[src/rtl/tetra_pkg.sv]
package tetra_pkg;

  localparam int COORD_BITS    = 10;
  localparam int SUM_BITS      = COORD_BITS + 2;
  localparam int CROSS_BITS    = 2 * COORD_BITS + 1;
  localparam int DET_BITS      = 3 * COORD_BITS + 2;
  localparam int DET_LO_BITS   = DET_BITS / 2;
  localparam int DET_HI_BITS   = DET_BITS - DET_LO_BITS;
  localparam int WGT_BITS      = 2 * COORD_BITS + 4;
  localparam int LO_PROD_BITS  = WGT_BITS + DET_LO_BITS + 1;
  localparam int HI_PROD_BITS  = WGT_BITS + DET_HI_BITS;
  localparam int OUT_BITS      = 63;
  localparam int ENTRIES       = 6;

  localparam int IXX = 0;
  localparam int IYY = 1;
  localparam int IZZ = 2;
  localparam int PXY = 3;
  localparam int PXZ = 4;
  localparam int PYZ = 5;

  typedef logic signed [COORD_BITS-1:0] coord_t;
  typedef logic signed [SUM_BITS-1:0]   csum_t;
  typedef logic signed [CROSS_BITS-1:0] cross_t;
  typedef logic signed [DET_BITS-1:0]   det_t;
  typedef logic signed [WGT_BITS-1:0]   wgt_t;
  typedef logic signed [OUT_BITS-1:0]   tensor_t;

  typedef struct packed {
    logic ld_mul;
    logic ld_sum;
  } mul_ctl_t;

endpackage

[src/rtl/tetra_split_mul.sv]
module tetra_split_mul import tetra_pkg::*; (
  input  logic     clk,
  input  mul_ctl_t ctl,
  input  wgt_t     wgt,
  input  det_t     det,
  output tensor_t  prod
);

  logic signed [DET_LO_BITS:0]     det_lo;
  logic signed [DET_HI_BITS-1:0]   det_hi;
  logic signed [LO_PROD_BITS-1:0]  lo;
  logic signed [HI_PROD_BITS-1:0]  hi;

  assign det_lo = $signed({1'b0, det[DET_LO_BITS-1:0]});
  assign det_hi = $signed(det[DET_BITS-1:DET_LO_BITS]);

  always_ff @(posedge clk) begin
    if (ctl.ld_mul) begin
      lo <= LO_PROD_BITS'(wgt) * LO_PROD_BITS'(det_lo);
      hi <= HI_PROD_BITS'(wgt) * HI_PROD_BITS'(det_hi);
    end
    if (ctl.ld_sum) begin
      prod <= (OUT_BITS'(hi) <<< DET_LO_BITS) + OUT_BITS'(lo);
    end
  end

endmodule

[config.mk]
export PLATFORM = sky130hd
export DESIGN_NAME = tetra_split_mul
export DESIGN_NICKNAME = d
export VERILOG_FILES = /design/src/rtl/tetra_pkg.sv /design/src/rtl/tetra_split_mul.sv
export SDC_FILE = /design/constraint.sdc
export NUM_CORES = 2
export LEC_CHECK = 0
export BUFFER_PORTS_ARGS = -buffer_cell sky130_fd_sc_hd__buf_2
export CAP_MARGIN = 20
export CORE_MARGIN = 5
export CORE_UTILIZATION = 50
export DETAILED_ROUTE_END_ITERATION = 10
export PLACE_DENSITY = 0.7
export SLEW_MARGIN = 20
export SYNTH_ARGS = -nofsm -noshare
export SYNTH_HDL_FRONTEND = slang
export SYNTH_SLANG_ARGS = --single-unit
[constraint.sdc]
create_clock -name clk -period 7.36 [get_ports clk]
set_input_delay 0.368 -clock clk [delete_from_list [all_inputs] [get_ports clk]]
set_output_delay 0.368 -clock clk [all_outputs]
set_load 0.01 [all_outputs]
==> impl_metrics.ini <==
[outcome]
run_status = finished clean

[sta]
fin_setup_tns_ps = 0
slew-limit-headroom_pct = 37.73
setup-violations-final = 0
finClkSkew_ps = 11.80
slew_violations = 0
worst_slew_pin_slew_ps = 934.1
post-route-period-util_pct = 89.21
grt_setup_unrepaired = false
final_worst_slack_ps = 794.2
final_hold_violating_endpoints = 0
fin_crit_ps = 6566
max_clock_freq_mhz = 152.3

[clock_tree]
number_of_buffers_inserted_to_repair_setup_after_cts = 0
cts.root.buffer_cell = sky130_fd_sc_hd__clkbuf_16
clock_latency_ps = 440
numCtsBuffers = 17
clk_pin_slew_ps = 70
max-clock-path-buffers = 2
post_cts_hold_buffer_count = 0
tritoncts = done
ctsHtreeMaxLevel = 4
cts_resized = 0
tritoncts_num_sinks = 138

[routing]
drt_wl_total_um = 84280
first_iter_violations = 1341
route.detailed.drc = 0
wl_per_cell_um = 18.37
drtPass1Iterations = 5
ant_nets = 0
viasPerCell = 5.283
dr_total_vias = 24231

[placement]
gp_congestion = 0.9149
post-place-cells = 4554
place.port_buffers = 121
pre_cts_ws_ps = 395.4
hpwlAfterDp_um = 69920

[die]
row_count = 95
design.portCount = 122
floorplan.die_area_um2 = 73710
chipWidth_um = 271.5
fp.coreArea_um2 = 67510
fp.dieH_um = 271.5
initial_utilization_pct = 50.64

[yosys]
post_synth_fa_ha_maj_area_fraction_pct = 52.78
postSynthAreaPerCell_um2 = 9.391
count_of_unique_library_cells_instantiated_by_yosys = 70
largest_family_of_logic_cells_by_synthesized_area = adder cells
ys_async_sr_fraction_pct = 0
total_number_of_yosys_warnings = 0
synthFlopType = sky130_fd_sc_hd__edfxtp_1
synth.cell_area_um2 = 34190
count_of_mapped_cells_out_of_synthesis = 3641
yosys-mux-area-fraction_pct = 0.02928
synth-xor-area-share_pct = 2.715
synth_simple_gate_area_share_pct = 14.00
yosysSeqAreaShare_pct = 12.12
synthesis.nets = 4691
synth.ff_latch_count = 138
synth_enable_flop_cells = 138
synth_compound_area_share_pct = 6.495

[final_layout]
areaGrowthSynthToFinish_pct = 6.554
fillerInstances = 6144
drive_gt1_share_pct = 6.464
final_cells = 4587
finalNetCount = 4750

[critical_path]
rr_worst_depth = 9
regToRegStartpoint = lo[40]
timing.reg2reg.setup_slack_ps = 3600
worstSetupEndpointType = register
setup.worst_path.end = lo[40]
cp-startpoint = wgt[7]
timing.critical_path.required_ps = 7550
critical_path.startpoint_type = primary input
worst_r2r_endpoint = prod[53]
crit_fanout = 19
cp.arrival_ps = 6750
criticalPathCategory = primary input to register

[job]
drv.max_cap_violation_count = 0

[grt]
antenna_found_initial = 2
grt_use_total_pct = 23.83
grt_max_degree = 70
grt_pass1_wl_um = 140200
grt_pass1_vias = 26349
grt_remaining_overflow = 0

[worst_hold_path]
worstHoldPathType = primary input to register
[metal layers]
layer	track usage, %	routed length (um)	part of all wire [%]
met3	3.144	5331	6.3
met1	32.93	36570	43
met2	40.05	40170	48
met4	6.491	2203	2.6
met5	0	13	0.015
[area by class of cell]
class	count	area, um2	area share, %
diodes	1	2.502	0.006869
clock buffers	17	425.4	1.168
clock inverters	15	141.4	0.3881
inverters	920	3453	9.479
multi-input cells	2429	25990	71.34
flip-flops and latches	138	4144	11.37
well taps	873	1092	2.998
repair buffers	194	1181	3.242
[worst min path at each step]
stage / to / cells after the start / start
after floorplan: prod[0] / 0 / lo[0]
after global placement: prod[1] / 0 / lo[1]
after detailed placement: prod[1] / 0 / lo[1]
after CTS: lo[7] / 1 / ctl[1]
after global routing: lo[6] / 1 / ctl[1]
final: lo[15] / 1 / ctl[1]
[cells in the final DEF, fill, tap and decap left out, types with 17 or more instances in the layout]
master,n
sky130_fd_sc_hd__inv_1,920
sky130_fd_sc_hd__fa_1,752
sky130_fd_sc_hd__nand2_1,492
sky130_fd_sc_hd__and2_1,300
sky130_fd_sc_hd__ha_1,239
sky130_fd_sc_hd__edfxtp_1,138
sky130_fd_sc_hd__buf_2,120
sky130_fd_sc_hd__a21oi_1,104
sky130_fd_sc_hd__xnor2_1,83
sky130_fd_sc_hd__nor2_1,80
sky130_fd_sc_hd__buf_4,72
sky130_fd_sc_hd__a21o_1,53
sky130_fd_sc_hd__o21ai_0,37
sky130_fd_sc_hd__nand3_1,24
sky130_fd_sc_hd__o21a_1,23
sky130_fd_sc_hd__xor2_1,23
sky130_fd_sc_hd__nor3_1,22
sky130_fd_sc_hd__nand2b_1,18
sky130_fd_sc_hd__clkbuf_16,17
[logic make-up after synthesis]
group           Yosys count
compound gates          334
xor+xnor                106
fa+ha+maj               991
buf+inv                1074
flops                   138
mux                       1
simple gates            997
[Yosys cell counts, types with 8 or more instances]
cell type / n / area (um2)
sky130_fd_sc_hd__inv_1: 920 / 3453
sky130_fd_sc_hd__fa_1: 752 / 15050
sky130_fd_sc_hd__nand2_1: 492 / 1847
sky130_fd_sc_hd__and2_1: 300 / 1877
sky130_fd_sc_hd__ha_1: 239 / 2990
sky130_fd_sc_hd__clkbuf_1: 146 / 548.0
sky130_fd_sc_hd__edfxtp_1: 138 / 4144
sky130_fd_sc_hd__a21oi_1: 104 / 520.5
sky130_fd_sc_hd__xnor2_1: 83 / 727.0
sky130_fd_sc_hd__nor2_1: 80 / 300.3
sky130_fd_sc_hd__a21o_1: 53 / 397.9
sky130_fd_sc_hd__o21ai_0: 37 / 185.2
sky130_fd_sc_hd__nand3_1: 24 / 120.1
sky130_fd_sc_hd__o21a_1: 23 / 172.7
sky130_fd_sc_hd__xor2_1: 23 / 201.4
sky130_fd_sc_hd__nor3_1: 22 / 110.1
sky130_fd_sc_hd__nand2b_1: 18 / 112.6
sky130_fd_sc_hd__a211oi_1: 16 / 120.1
sky130_fd_sc_hd__o21bai_1: 14 / 105.1
sky130_fd_sc_hd__o21ai_1: 13 / 65.06
sky130_fd_sc_hd__and3_1: 12 / 75.07
sky130_fd_sc_hd__o211ai_1: 11 / 82.58
sky130_fd_sc_hd__nand4_1: 10 / 62.56
sky130_fd_sc_hd__nor2b_1: 9 / 56.30
sky130_fd_sc_hd__o31a_1: 9 / 78.83
sky130_fd_sc_hd__a31oi_1: 8 / 50.05
[metrics by stage]
stage	hold WS (ps)	util [%]	cell area [um2]
finish	279.6	53.96	36430
global route	281.1	53.96	36430
CTS	268.8	53.96	36430
detailed placement	405.7	53.12	35860
global placement	401.4	53.12	35860
floorplan	400.3	-	34190
[sequential cells by signal, summed over array words and instances, names as in the netlist]
signal,flops
prod,57
lo,41
hi,40
[worst max-delay path, stage by stage]
cell	delay, ps
sky130_fd_sc_hd__buf_2	460
sky130_fd_sc_hd__buf_4	310
sky130_fd_sc_hd__and2_1	160
sky130_fd_sc_hd__fa_1	410
sky130_fd_sc_hd__inv_1	80
sky130_fd_sc_hd__fa_1	430
sky130_fd_sc_hd__fa_1	530
sky130_fd_sc_hd__inv_1	60
sky130_fd_sc_hd__fa_1	450
sky130_fd_sc_hd__fa_1	520
sky130_fd_sc_hd__inv_1	50
sky130_fd_sc_hd__fa_1	470
sky130_fd_sc_hd__inv_1	40
sky130_fd_sc_hd__ha_1	320
sky130_fd_sc_hd__a21oi_1	160
sky130_fd_sc_hd__o21ai_0	120
sky130_fd_sc_hd__or3_1	330
sky130_fd_sc_hd__o211ai_1	290
sky130_fd_sc_hd__o211a_1	220
sky130_fd_sc_hd__o21ai_1	180
sky130_fd_sc_hd__a2111oi_4	390
sky130_fd_sc_hd__nor2_1	130
sky130_fd_sc_hd__a211o_1	280
Power is not shown: default switching activity piles up to over one toggle a cycle in this logic, so the estimate is an artifact.
